--- config.mk ---
export PLATFORM = sky130hd
export DESIGN_NAME = wpq_ctrl
export DESIGN_NICKNAME = d
export VERILOG_FILES = /design/src/hw/rtl/wpq_pkg.sv /design/src/hw/rtl/wpq_ctrl.sv
export SDC_FILE = /design/constraint.sdc
export NUM_CORES = 1
export LEC_CHECK = 0
export ABC_AREA = 1
export BUFFER_PORTS_ARGS = -buffer_cell sky130_fd_sc_hd__buf_2
export CORE_AREA = 2 2 39 41
export CTS_CLUSTER_SIZE = 30
export DETAILED_ROUTE_END_ITERATION = 12
export DIE_AREA = 0 0 41 43
export SLEW_MARGIN = 20
export SYNTH_ARGS = -nofsm -noshare
export SYNTH_HDL_FRONTEND = slang
export SYNTH_SLANG_ARGS = --single-unit
--- constraint.sdc ---
create_clock -name clk -period 1.78 [get_ports clk]
set_clock_uncertainty 0.2 [all_clocks]
set_input_delay 0.534 -clock clk [delete_from_list [all_inputs] [get_ports clk]]
set_output_delay 0.534 -clock clk [all_outputs]
set_load 0.05 [all_outputs]
--- src/hw/rtl/wpq_pkg.sv ---
`timescale 1ns / 1ps
// ----------------------------------------------------------------------------
// wpq_pkg
// shared types and constants of the waypoint queue go-to-goal block
// ----------------------------------------------------------------------------
package wpq_pkg;

  localparam int CfgIdxBits = 3;
  localparam int CfgDataBits = 24;

  localparam logic [CfgIdxBits-1:0] REG_ARRIVAL_RADIUS = 3'd0;
  localparam logic [CfgIdxBits-1:0] REG_DISTANCE_GAIN  = 3'd1;
  localparam logic [CfgIdxBits-1:0] REG_HEADING_GAIN   = 3'd2;
  localparam logic [CfgIdxBits-1:0] REG_LINEAR_LIMIT   = 3'd3;
  localparam logic [CfgIdxBits-1:0] REG_ANGULAR_LIMIT  = 3'd4;

  localparam int InBits = 1 + 24 + 24 + 16 + 13 + 12;
  localparam int InBytesBits = 96;
  localparam int OutBits = 15 + 16 + 1 + 1 + 12 + 12 + 4;
  localparam int OutBytesBits = 64;

  localparam int ZBits = 26;
  localparam logic signed [ZBits-1:0] PiQ20 = 26'sd3294199;

  // datapath angles, vectoring over 60-bit scaled errors
  localparam int CBits = 60;

  typedef enum logic [2:0] {
    ST_IDLE,
    ST_SQRT,
    ST_CORDIC,
    ST_SCALE,
    ST_CLAMP,
    ST_OUT
  } state_t;

  typedef struct packed {
    logic load;
    logic start_pose;
    logic add_point;
    logic sqrt_step;
    logic cordic_step;
    logic scale;
    logic clamp;
    logic finish;
  } cmd_t;

  typedef struct packed {
    logic is_add;
    logic sqrt_done;
    logic cordic_done;
  } status_t;

  function automatic logic signed [ZBits-1:0] atan_q20(input logic [4:0] i);
    logic signed [ZBits-1:0] r;
    begin
      case (i)
        5'd0: r = 26'sd823550;
        5'd1: r = 26'sd486170;
        5'd2: r = 26'sd256879;
        5'd3: r = 26'sd130396;
        5'd4: r = 26'sd65451;
        5'd5: r = 26'sd32757;
        5'd6: r = 26'sd16383;
        5'd7: r = 26'sd8192;
        5'd8: r = 26'sd4096;
        5'd9: r = 26'sd2048;
        5'd10: r = 26'sd1024;
        5'd11: r = 26'sd512;
        5'd12: r = 26'sd256;
        5'd13: r = 26'sd128;
        5'd14: r = 26'sd64;
        5'd15: r = 26'sd32;
        5'd16: r = 26'sd16;
        5'd17: r = 26'sd8;
        5'd18: r = 26'sd4;
        5'd19: r = 26'sd2;
        5'd20: r = 26'sd1;
        default: r = '0;
      endcase
      return r;
    end
  endfunction

endpackage

--- src/hw/rtl/wpq_ctrl.sv ---
`timescale 1ns / 1ps
// ----------------------------------------------------------------------------
// wpq_ctrl
// sequencer: load, square root and cordic iterations, scale, clamp, output; add items go straight to output
// ----------------------------------------------------------------------------
module wpq_ctrl (
  input  logic              clk,
  input  logic              rst,
  input  logic              in_fire,
  input  logic              out_free,
  input  wpq_pkg::status_t  status,
  output wpq_pkg::cmd_t     cmd,
  output logic              busy
);

  wpq_pkg::state_t state, state_next;

  always_ff @(posedge clk) begin
    if (rst) begin
      state <= wpq_pkg::ST_IDLE;
    end else begin
      state <= state_next;
    end
  end

  always_comb begin
    state_next = state;
    case (state)
      wpq_pkg::ST_IDLE: begin
        if (in_fire) state_next = wpq_pkg::ST_SQRT;
      end
      wpq_pkg::ST_SQRT: begin
        if (status.is_add) state_next = wpq_pkg::ST_OUT;
        else if (status.sqrt_done) state_next = wpq_pkg::ST_CORDIC;
      end
      wpq_pkg::ST_CORDIC: begin
        if (status.cordic_done) state_next = wpq_pkg::ST_SCALE;
      end
      wpq_pkg::ST_SCALE: state_next = wpq_pkg::ST_CLAMP;
      wpq_pkg::ST_CLAMP: state_next = wpq_pkg::ST_OUT;
      wpq_pkg::ST_OUT: begin
        if (out_free) state_next = wpq_pkg::ST_IDLE;
      end
      default: state_next = wpq_pkg::ST_IDLE;
    endcase
  end

  always_comb begin
    cmd = '0;
    busy = 1'b1;
    case (state)
      wpq_pkg::ST_IDLE: begin
        busy = 1'b0;
        cmd.load = in_fire;
      end
      wpq_pkg::ST_SQRT: begin
        cmd.add_point = status.is_add;
        cmd.sqrt_step = !status.is_add;
        cmd.start_pose = !status.is_add && status.sqrt_done;
      end
      wpq_pkg::ST_CORDIC: cmd.cordic_step = 1'b1;
      wpq_pkg::ST_SCALE: cmd.scale = 1'b1;
      wpq_pkg::ST_CLAMP: cmd.clamp = 1'b1;
      wpq_pkg::ST_OUT: cmd.finish = out_free;
      default: cmd = '0;
    endcase
  end

endmodule

==> results_dict.tcl <==
set metrics [dict create \
    p_per_area_nw_per_um2 2000 \
    grt_pass1_wl_microns 1370 \
    grt_antenna_before_repair 0 \
    cts.sinks 3 \
    drtIter0Drc 5 \
    synth.most_common_cell "nand2_1" \
    h-tree-depth 1 \
    die_y_microns 43 \
    firstDrtPassIters 4 \
    p_int_mw 0.632 \
    largest_reg_flops 3 \
    power_frac_seq 0.120 \
    cts_tree "yes" \
    synth_edf_count 0 \
    worstMarginPinSlew_ns 0.224 \
    layout_min_cycle_time_ns 1.92 \
    power_mw 1.33 \
    worstSetupPathType "reg -> out" \
    drive_above_1_share 0.683 \
    die_width_microns 41 \
    drv_slew 0 \
    fin_nets 90 \
    dieArea_sq_um 1760 \
    fp-row-count 14 \
    reg_top3 "state: 3 flops" \
    layout_setup_ws_ns -0.140 \
    cp.required_ns 1.05 \
    final.setup.tns_ns -0.761 \
    yosysTopAreaCell "dfxtp_1" \
    wl_per_cell_microns 9.17 \
    fmax_ghz 0.521 \
    violations "setup timing" \
    io_pins 16 \
    place_congestion 0.687 \
    ir_drop_mv 0.729 \
    place_ws_ns -0.0695 \
    finalSetupViolCount 9 \
    grt_start_max_net_pins 7 \
    seq_area_frac_synth 0.202 \
    power_frac_clock 0.089 \
    synth-seq-cells 3 \
    timing.max_slew.rel_slack 0.850 \
    p_leak_nw 0.351 \
    synth_cells 50 \
    cts_buffers 3 \
    grt_pass1_vias 347 \
    postSynthNetCount 57 \
    swShare 0.525 \
    yosysWarnings 0 \
    synth_cell_types 16 \
    grt_use_total 0.124 \
    clkLatencyLatePin_ns 0.23 \
    crit_arrival_ns 1.19 \
    status "finished with violations" \
    startpoint_type "register" \
    comb_power_share 0.791 \
    antenna_cells 0 \
    cts_buffer_depth 2 \
    final_area_sq_um 666 \
    area_delta_synth_final_pct 124 \
    yosys-top-cells-count "nand2_1 (11), inv_1 (8), nor2_2 (6), nor2_1 (5), nand3_1 (4)" \
    drc 0 \
    synth-async-reset-ratio 0 \
    postSynthAreaPerCell_sq_um 5.96 \
    via_per_inst 4.10 \
    ys_top_cells_by_area "dfxtp_1 (20%), nand2_1 (14%), nor2_2 (13%), inv_1 (10%), nand3_1 (6.7%)" \
    worstSetupEndpointType "output pin" \
    synth_ff_type "dfxtp_1" \
    post_dp_cell_area_sq_um 489 \
    postRouteWirelength_microns 899 \
    netlist_area_sq_um 298 \
    final_antenna_net_count 0 \
    path_max_fanout 5 \
    dpl.hpwl_microns 658 \
    switchingPower_mw 0.698 \
    cts-root-buf "clkbuf_4" \
    core_sq_um 1380 \
    path_clk_slew_ns 0.03 \
    holdCritPathClass "in -> reg" \
    final.period_utilization 1.08 \
    gr-total-overflow 0 \
    start_util 0.215 \
    rsz0062_at_grt "true" \
    largest-register "state" \
    hold_buffers 0 \
    vias 402 \
    fin_util 0.481 \
    io_buffers 15 \
    drv_cap 0 \
    hold_viol 0 \
    synth_top_area_share 0.202 \
]
-- worst max-delay path, cell delays in order, from the launching register on --
cell and delay (ns):
dfxtp_2 0.32, buf_4 0.16, nor2_4 0.12, nand2_2 0.09, nor2_4 0.12, buf_8 0.15
-- logic make-up after synthesis --
logic type             Yosys count  synth area share
AO/OA/AOI/OAI                    1            0.0168
AND/OR/NAND/NOR                 34             0.597
flip-flops                       3             0.202
buffers and inverters           12             0.185
-- layout make-up --
| class | count | area [sq um] |
|---|---|---|
| Timing Repair Buffer | 29 | 254 |
| Sequential cell | 3 | 66.3 |
| Multi-Input combinational cell | 35 | 250 |
| Inverter | 11 | 48.8 |
| Fill cell | 145 | 718 |
| Clock buffer | 4 | 26.3 |
| Tap cell | 16 | 20.0 |
-- repair_timing --
| item | CTS | global route |
|---|---|---|
| resized for setup | 24 | 11 |
| pin swaps | 5 | 3 |
| setup endpoints to repair | 9 | 9 |
| setup buffers | 3 | 3 |
-- stage by stage --
step / instances / hold slack (ns)
3_3_place_gp: 88 / 0.444
6_report: 98 / 0.358
3_5_place_dp: 88 / 0.457
4_1_cts: 95 / 0.359
5_1_grt: 98 / 0.371
2_1_floorplan: 50 / 0.403
-- cell usage in the layout (no fill, tap or decap) --
cell type	count
buf_4	13
nand2_1	9
buf_6	9
inv_1	6
buf_2	5
nor2_2	4
nor2_4	4
nand2_2	4
nor2_1	4
inv_4	3
nand3_1	3
clkbuf_4	3
inv_2	2
nand4_1	2
buf_8	2
dfxtp_2	2
nand3_4	1
nor3_4	1
nor4_4	1
nor3b_4	1
o21ai_0	1
clkbuf_1	1
dfxtp_4	1
-- metal layers --
metal,vias up,share of wire,GRT usage
met5,-,0,0
li1,218,-,-
met3,2,0.059,0.0471
met4,0,0.0089,0.100
met1,167,0.39,0.125
met2,15,0.54,0.191
-- final timing paths --
kind	start	endpoint	slack [ns]	cells after the start
max	state[0]$_SDFFE_PP0P_	cmd[7]	-0.14	5
min	rst	state[2]$_SDFFE_PP0P_	0.36	4
max reg2reg	state[0]$_SDFFE_PP0P_	state[1]$_SDFFE_PP0P_	0.29	9
min reg2reg	state[1]$_SDFFE_PP0P_	state[1]$_SDFFE_PP0P_	0.40	2
-- power by group through the flow --
stage               Combinational, mW  Sequential, mW  Clock (mW)
floorplan                       0.626           0.143           0
global placement                0.806           0.140           0
CTS                             0.961           0.154       0.125
finish                           1.05           0.159       0.118
global route                     1.12           0.164       0.140
detailed placement              0.809           0.142           0
(Power assumes the default switching activity.)
